### src/rtl/core/tlbpt_pkg.sv
// Shared types and constants for the TLB and page-table translator.
`default_nettype none
package tlbpt_pkg;

   localparam int PAGE_W     = 8;
   localparam int OFF_W      = 8;
   localparam int FRAME_W    = 8;
   localparam int ADDR_W     = 16;
   localparam int PAGE_COUNT = 256;
   localparam int MAX_FRAMES = 256;
   localparam int FCOUNT_W   = 9;
   localparam int CNT_W      = 32;
   localparam int RING_AW    = 12;
   localparam int CSR_IDX_W  = 8;
   localparam int CSR_DATA_W = 9;

   localparam logic [CSR_IDX_W-1:0] CSR_POLICY = 8'd0;
   localparam logic [CSR_IDX_W-1:0] CSR_FRAMES = 8'd1;

   typedef enum logic [2:0] {
      RING_RD_NEXT = 3'b001,
      RING_RD_PREV = 3'b010,
      RING_MOVE    = 3'b100
   } ring_op_type;

   typedef struct packed {
      logic                 valid;
      ring_op_type          op;
      logic [RING_AW-1:0]   head;
      logic [RING_AW-1:0]   node;
   } ring_cmd_type;

   typedef struct packed {
      logic                 done;
      logic [RING_AW-1:0]   data;
   } ring_rsp_type;

endpackage
`default_nettype wire

### src/rtl/core/tlbpt_ring.sv
// Doubly linked ring in two memories: link reads and move-after-head sequencer.
`default_nettype none
module tlbpt_ring #(
   parameter int DEPTH = 16
) (
   input  wire logic                         clock,
   input  wire logic                         reset,
   input  wire logic                         clear,
   input  wire logic [$clog2(DEPTH):0]       ring_len,
   input  wire tlbpt_pkg::ring_cmd_type      cmd,
   output tlbpt_pkg::ring_rsp_type           rsp
);

   localparam int IW = $clog2(DEPTH);

   typedef enum logic [5:0] {
      R_IDLE = 6'b000001,
      R_RD   = 6'b000010,
      R_MA   = 6'b000100,
      R_MB   = 6'b001000,
      R_MC   = 6'b010000,
      R_MD   = 6'b100000
   } rstate_type;

   rstate_type state_ff, state_in;
   logic [IW-1:0] nx_mem [DEPTH];
   logic [IW-1:0] pv_mem [DEPTH];
   logic [DEPTH-1:0] nxw_ff, pvw_ff;
   logic [IW-1:0] head_ff, node_ff, addr_ff, c_ff;
   logic prev_sel_ff;
   logic [IW-1:0] nx_q, pv_q;
   logic nxw_q, pvw_q;
   logic [IW-1:0] rd_addr;
   logic [IW-1:0] nx_val, pv_val, nx_def, pv_def;
   logic nx_we, pv_we;
   logic [IW-1:0] nx_waddr, nx_wdata, pv_waddr, pv_wdata;
   logic in_ring;

   always_comb begin
      case (state_ff)
         R_IDLE:  rd_addr = cmd.node[IW-1:0];
         R_MB:    rd_addr = head_ff;
         default: rd_addr = node_ff;
      endcase
   end

   assign in_ring = {1'b0, addr_ff} < ring_len;
   assign nx_def  = !in_ring ? '0 :
                    (({1'b0, addr_ff} + (IW+1)'(1)) == ring_len) ? '0 : addr_ff + IW'(1);
   assign pv_def  = !in_ring ? '0 :
                    (addr_ff == '0) ? IW'(ring_len - (IW+1)'(1)) : addr_ff - IW'(1);
   assign nx_val  = nxw_q ? nx_q : nx_def;
   assign pv_val  = pvw_q ? pv_q : pv_def;

   always_comb begin
      nx_we = 1'b0; nx_waddr = '0; nx_wdata = '0;
      pv_we = 1'b0; pv_waddr = '0; pv_wdata = '0;
      state_in = state_ff;
      case (state_ff)
         R_IDLE: begin
            if (cmd.valid) begin
               state_in = (cmd.op == tlbpt_pkg::RING_MOVE) ? R_MA : R_RD;
            end
         end
         R_RD: state_in = R_IDLE;
         R_MA: begin
            nx_we = 1'b1; nx_waddr = pv_val; nx_wdata = nx_val;
            pv_we = 1'b1; pv_waddr = nx_val; pv_wdata = pv_val;
            state_in = R_MB;
         end
         R_MB: state_in = R_MC;
         R_MC: begin
            nx_we = 1'b1; nx_waddr = node_ff; nx_wdata = nx_val;
            pv_we = 1'b1; pv_waddr = node_ff; pv_wdata = head_ff;
            state_in = R_MD;
         end
         R_MD: begin
            pv_we = 1'b1; pv_waddr = c_ff; pv_wdata = node_ff;
            nx_we = 1'b1; nx_waddr = head_ff; nx_wdata = node_ff;
            state_in = R_IDLE;
         end
         default: state_in = R_IDLE;
      endcase
   end

   always_ff @(posedge clock) begin
      if (reset) begin
         state_ff <= R_IDLE;
         nxw_ff   <= '0;
         pvw_ff   <= '0;
      end else begin
         state_ff <= clear ? R_IDLE : state_in;
         if (clear) begin
            nxw_ff <= '0;
            pvw_ff <= '0;
         end else begin
            if (nx_we) nxw_ff[nx_waddr] <= 1'b1;
            if (pv_we) pvw_ff[pv_waddr] <= 1'b1;
         end
      end
   end

   always_ff @(posedge clock) begin
      if (nx_we) nx_mem[nx_waddr] <= nx_wdata;
      if (pv_we) pv_mem[pv_waddr] <= pv_wdata;
      nx_q    <= nx_mem[rd_addr];
      pv_q    <= pv_mem[rd_addr];
      nxw_q   <= nxw_ff[rd_addr];
      pvw_q   <= pvw_ff[rd_addr];
      addr_ff <= rd_addr;
      if (state_ff == R_IDLE && cmd.valid) begin
         head_ff     <= cmd.head[IW-1:0];
         node_ff     <= cmd.node[IW-1:0];
         prev_sel_ff <= (cmd.op == tlbpt_pkg::RING_RD_PREV);
      end
      if (state_ff == R_MC) c_ff <= nx_val;
   end

   assign rsp.done = (state_ff == R_RD) || (state_ff == R_MD);
   assign rsp.data = tlbpt_pkg::RING_AW'(prev_sel_ff ? pv_val : nx_val);

endmodule
`default_nettype wire

### config.mk
export PLATFORM = sky130hd
export DESIGN_NAME = tlbpt_ring
export DESIGN_NICKNAME = d
export VERILOG_FILES = /design/src/rtl/core/tlbpt_pkg.sv /design/src/rtl/core/tlbpt_ring.sv
export SDC_FILE = /design/constraint.sdc
export NUM_CORES = 1
export LEC_CHECK = 0
export ABC_AREA = 0
export BUFFER_PORTS_ARGS = -buffer_cell sky130_fd_sc_hd__buf_4
export CAP_MARGIN = 5
export CORE_ASPECT_RATIO = 1.4
export CORE_MARGIN = 4
export CORE_UTILIZATION = 45
export DETAILED_ROUTE_END_ITERATION = 8
export GPL_TIMING_DRIVEN = 1
export SYNTH_ARGS = -nofsm -noshare
export SYNTH_HDL_FRONTEND = slang
export SYNTH_SLANG_ARGS = --single-unit
### constraint.sdc
create_clock -name clock -period 8 [get_ports clock]
set_clock_uncertainty 0.2 [all_clocks]
set_input_delay 0.8 -clock clock [delete_from_list [all_inputs] [get_ports clock]]
set_output_delay 0.8 -clock clock [all_outputs]
set_load 0.01 [all_outputs]
==> flow_summary.json <==
{
  "synth_top_area_cell": "edfxtp_1",
  "min_period_ns": 4.112,
  "fin_ws_ns": 3.888,
  "ys.warnings.count": 0,
  "cts_setup_buffers": 0,
  "tightest_slew_ns": 1.118,
  "drc": 0,
  "wl_per_cell_um": 23.23,
  "numPortBuffers": 24,
  "p_int_w": 0.001667,
  "synth-seq-cells": 193,
  "place_ws_ns": 3.908,
  "hp-class": "reg -> reg",
  "setup_viol": 0,
  "slew_headroom_pct": 25.47,
  "cp.arrival_ns": 3.11,
  "cts_made_buffers": 17,
  "place_hpwl_um": 16470,
  "cts_hold_buffers": 0,
  "ios": 49,
  "post-place-cells": 1037,
  "ir_drop_uv": 158.3,
  "cts-htree-levels": 4,
  "drive_above_1_share_pct": 11.26,
  "via_per_inst": 6.417,
  "fmax_ghz": 0.2432,
  "grt_pass1_vias": 6821,
  "first_pass_iters": 8,
  "fin_util_pct": 50.71,
  "post-synth-top-area-fraction_pct": 46.50,
  "grt_pass1_wl_um": 38720,
  "clkTransAtPathRegs_ns": 0.07,
  "pwr-share-seq_pct": 48.2,
  "p_switching_w": 0.0006271,
  "combPwrFrac_pct": 12.5,
  "switching_share_pct": 27.34,
  "track_usage_pct": 22.26,
  "worstPathMaxFanout": 6,
  "synth-edff-count": 141,
  "start_util_pct": 45.71,
  "final.setup.tns_ns": 0,
  "rsz0062_at_grt": "no",
  "first_iter_violations": 712,
  "core_um2": 19920,
  "cts_tree": "done",
  "fp.dieW_um": 128.2,
  "synth_cells": 808,
  "clk_latency_ns": 0.44,
  "powerDensity_nw_per_um2": 227.1,
  "nets": 847,
  "grt_max_degree": 62,
  "fillers": 1759,
  "total_power_w": 0.002294,
  "cts_sinks": 193,
  "clock_power_share_pct": 39.3,
  "vias": 6860,
  "synth.avg_cell_area_um2": 11.27,
  "syn_area_um2": 9105,
  "yosysMostFrequentCell": "edfxtp_1",
  "cts_resized": 0,
  "rows": 61,
  "synth_ff_type": "edfxtp_1",
  "netlist_top_cells_area": "edfxtp_1 47%, dfxtp_1 11%, o211ai_1 3.0%, nand4_1 2.8%, nand2_1 2.8%",
  "gp_congestion": 0.8931,
  "cap_violations": 0,
  "fin_crit_sh_pct": 51.40,
  "status": "completed",
  "cts_root_buf": "clkbuf_16",
  "synth_cell_types": 76,
  "antenna_cells": 0,
  "crit_path_end_kind": "primary output",
  "crit_type": "reg -> out",
  "die_h_um": 176.3,
  "startpoint_type": "flip-flop",
  "hold_violations": 0,
  "ant_nets": 0,
  "fin_cells": 1069,
  "ys_async_sr_fraction_pct": 0,
  "cts_buffer_depth": 2,
  "wirelength_um": 24830,
  "required_ns": 7.00,
  "synth_commonest_cells": "141 x edfxtp_1, 68 x nand2_1, 52 x dfxtp_1",
  "area_growth_pct": 10.95,
  "dieArea_um2": 22600,
  "final_max_slew_viol_count": 0,
  "ys_seq_area_share_pct": 57.94,
  "leakage_nw": 3.493,
  "antenna_found_initial": 0,
  "overflow": 0
}
final timing paths:
kind                   start      endpoint  slack, ns  cells past startpoint
setup / recovery  addr_ff[0]        rsp[2]       3.89                     11
hold / removal     nxw_ff[5]     nxw_ff[5]       0.25                      2
setup reg to reg  addr_ff[0]  nx_mem[1][1]       4.01                     11
hold reg to reg    nxw_ff[5]     nxw_ff[5]       0.25                      2
power by group through the flow:
stage	combinational (W)	clock [W]	sequential, W
6_report	0.000288	0.000900	0.00111
5_1_grt	0.000309	0.000959	0.00111
4_1_cts	0.000285	0.000914	0.00110
3_5_place_dp	0.000283	0	0.00113
3_3_place_gp	0.000278	0	0.00113
2_1_floorplan	0.000203	0	0.00111
metal layers:
metal	track usage, %	up-vias	wire, µm
met5	0	-	0
met4	10.04	0	1010
met3	3.481	69	1496
li1	-	3116	-
met2	37.22	312	12250
met1	28.35	3363	10080
cell families (layout without fill, tap and decap cells):
kind of cell | after synthesis | count (layout) | synth area share (%)
adder cells (fa/ha/maj) | 7 | 7 | 0.9619
XOR/XNOR | 9 | 9 | 0.8658
other | 1 | 8 | 0.04119
buffers and inverters | 108 | 110 | 4.961
AND/OR/NAND/NOR | 242 | 242 | 13.73
AO/OA/AOI/OAI | 222 | 222 | 18.61
flip-flops | 193 | 193 | 57.94
multiplexers | 26 | 26 | 2.900
placed cells by master, fill, tap and decap left out, types with 19 or more instances in the layout:
cell type and n:
mux2i_1 23, inv_1 36, o31ai_1 33, o21ai_0 20, dfxtp_1 52, o211ai_1 36, a21oi_1 19, nand2_1 68
edfxtp_1 141, nor2_1 37, nand4_1 41, a311oi_1 20, buf_4 39
state kept, by name, summed over array words and instances (netlist names):
signal,flops
head_ff,4
pv_q,4
pvw_ff,16
state_ff,6
nxw_q,1
nx_q,4
c_ff,4
addr_ff,4
node_ff,4
nxw_ff,16
pvw_q,1
nx_mem,64
pv_mem,64
prev_sel_ff,1
critical path, stage by stage (launching register included):
cell	delay, ns
dfxtp_1	0.37
inv_1	0.16
ha_1	0.23
nor3b_2	0.25
mux2_2	0.40
inv_2	0.09
ha_1	0.16
and3_1	0.18
o2111ai_1	0.24
and2_1	0.31
mux2i_1	0.15
buf_4	0.14
layout make-up:
class | count | area (µm²) | area share, %
inverter | 39 | 146.4 | 1.449
clock inverter | 15 | 212.7 | 2.106
tap | 252 | 315.3 | 3.121
timing repair buffer | 39 | 292.8 | 2.898
multi-input combinational | 514 | 3435 | 34.00
clock buffer | 17 | 425.4 | 4.211
sequential | 193 | 5275 | 52.22
through the flow:
step                area [µm²]  hold slack, ns
floorplan                 9131          0.2167
global placement          9464          0.2254
detailed placement        9464          0.2309
CTS                      10100          0.2473
global route             10100          0.2765
finish                   10100          0.2464
Note: power is estimated with default switching activity, not from simulation.
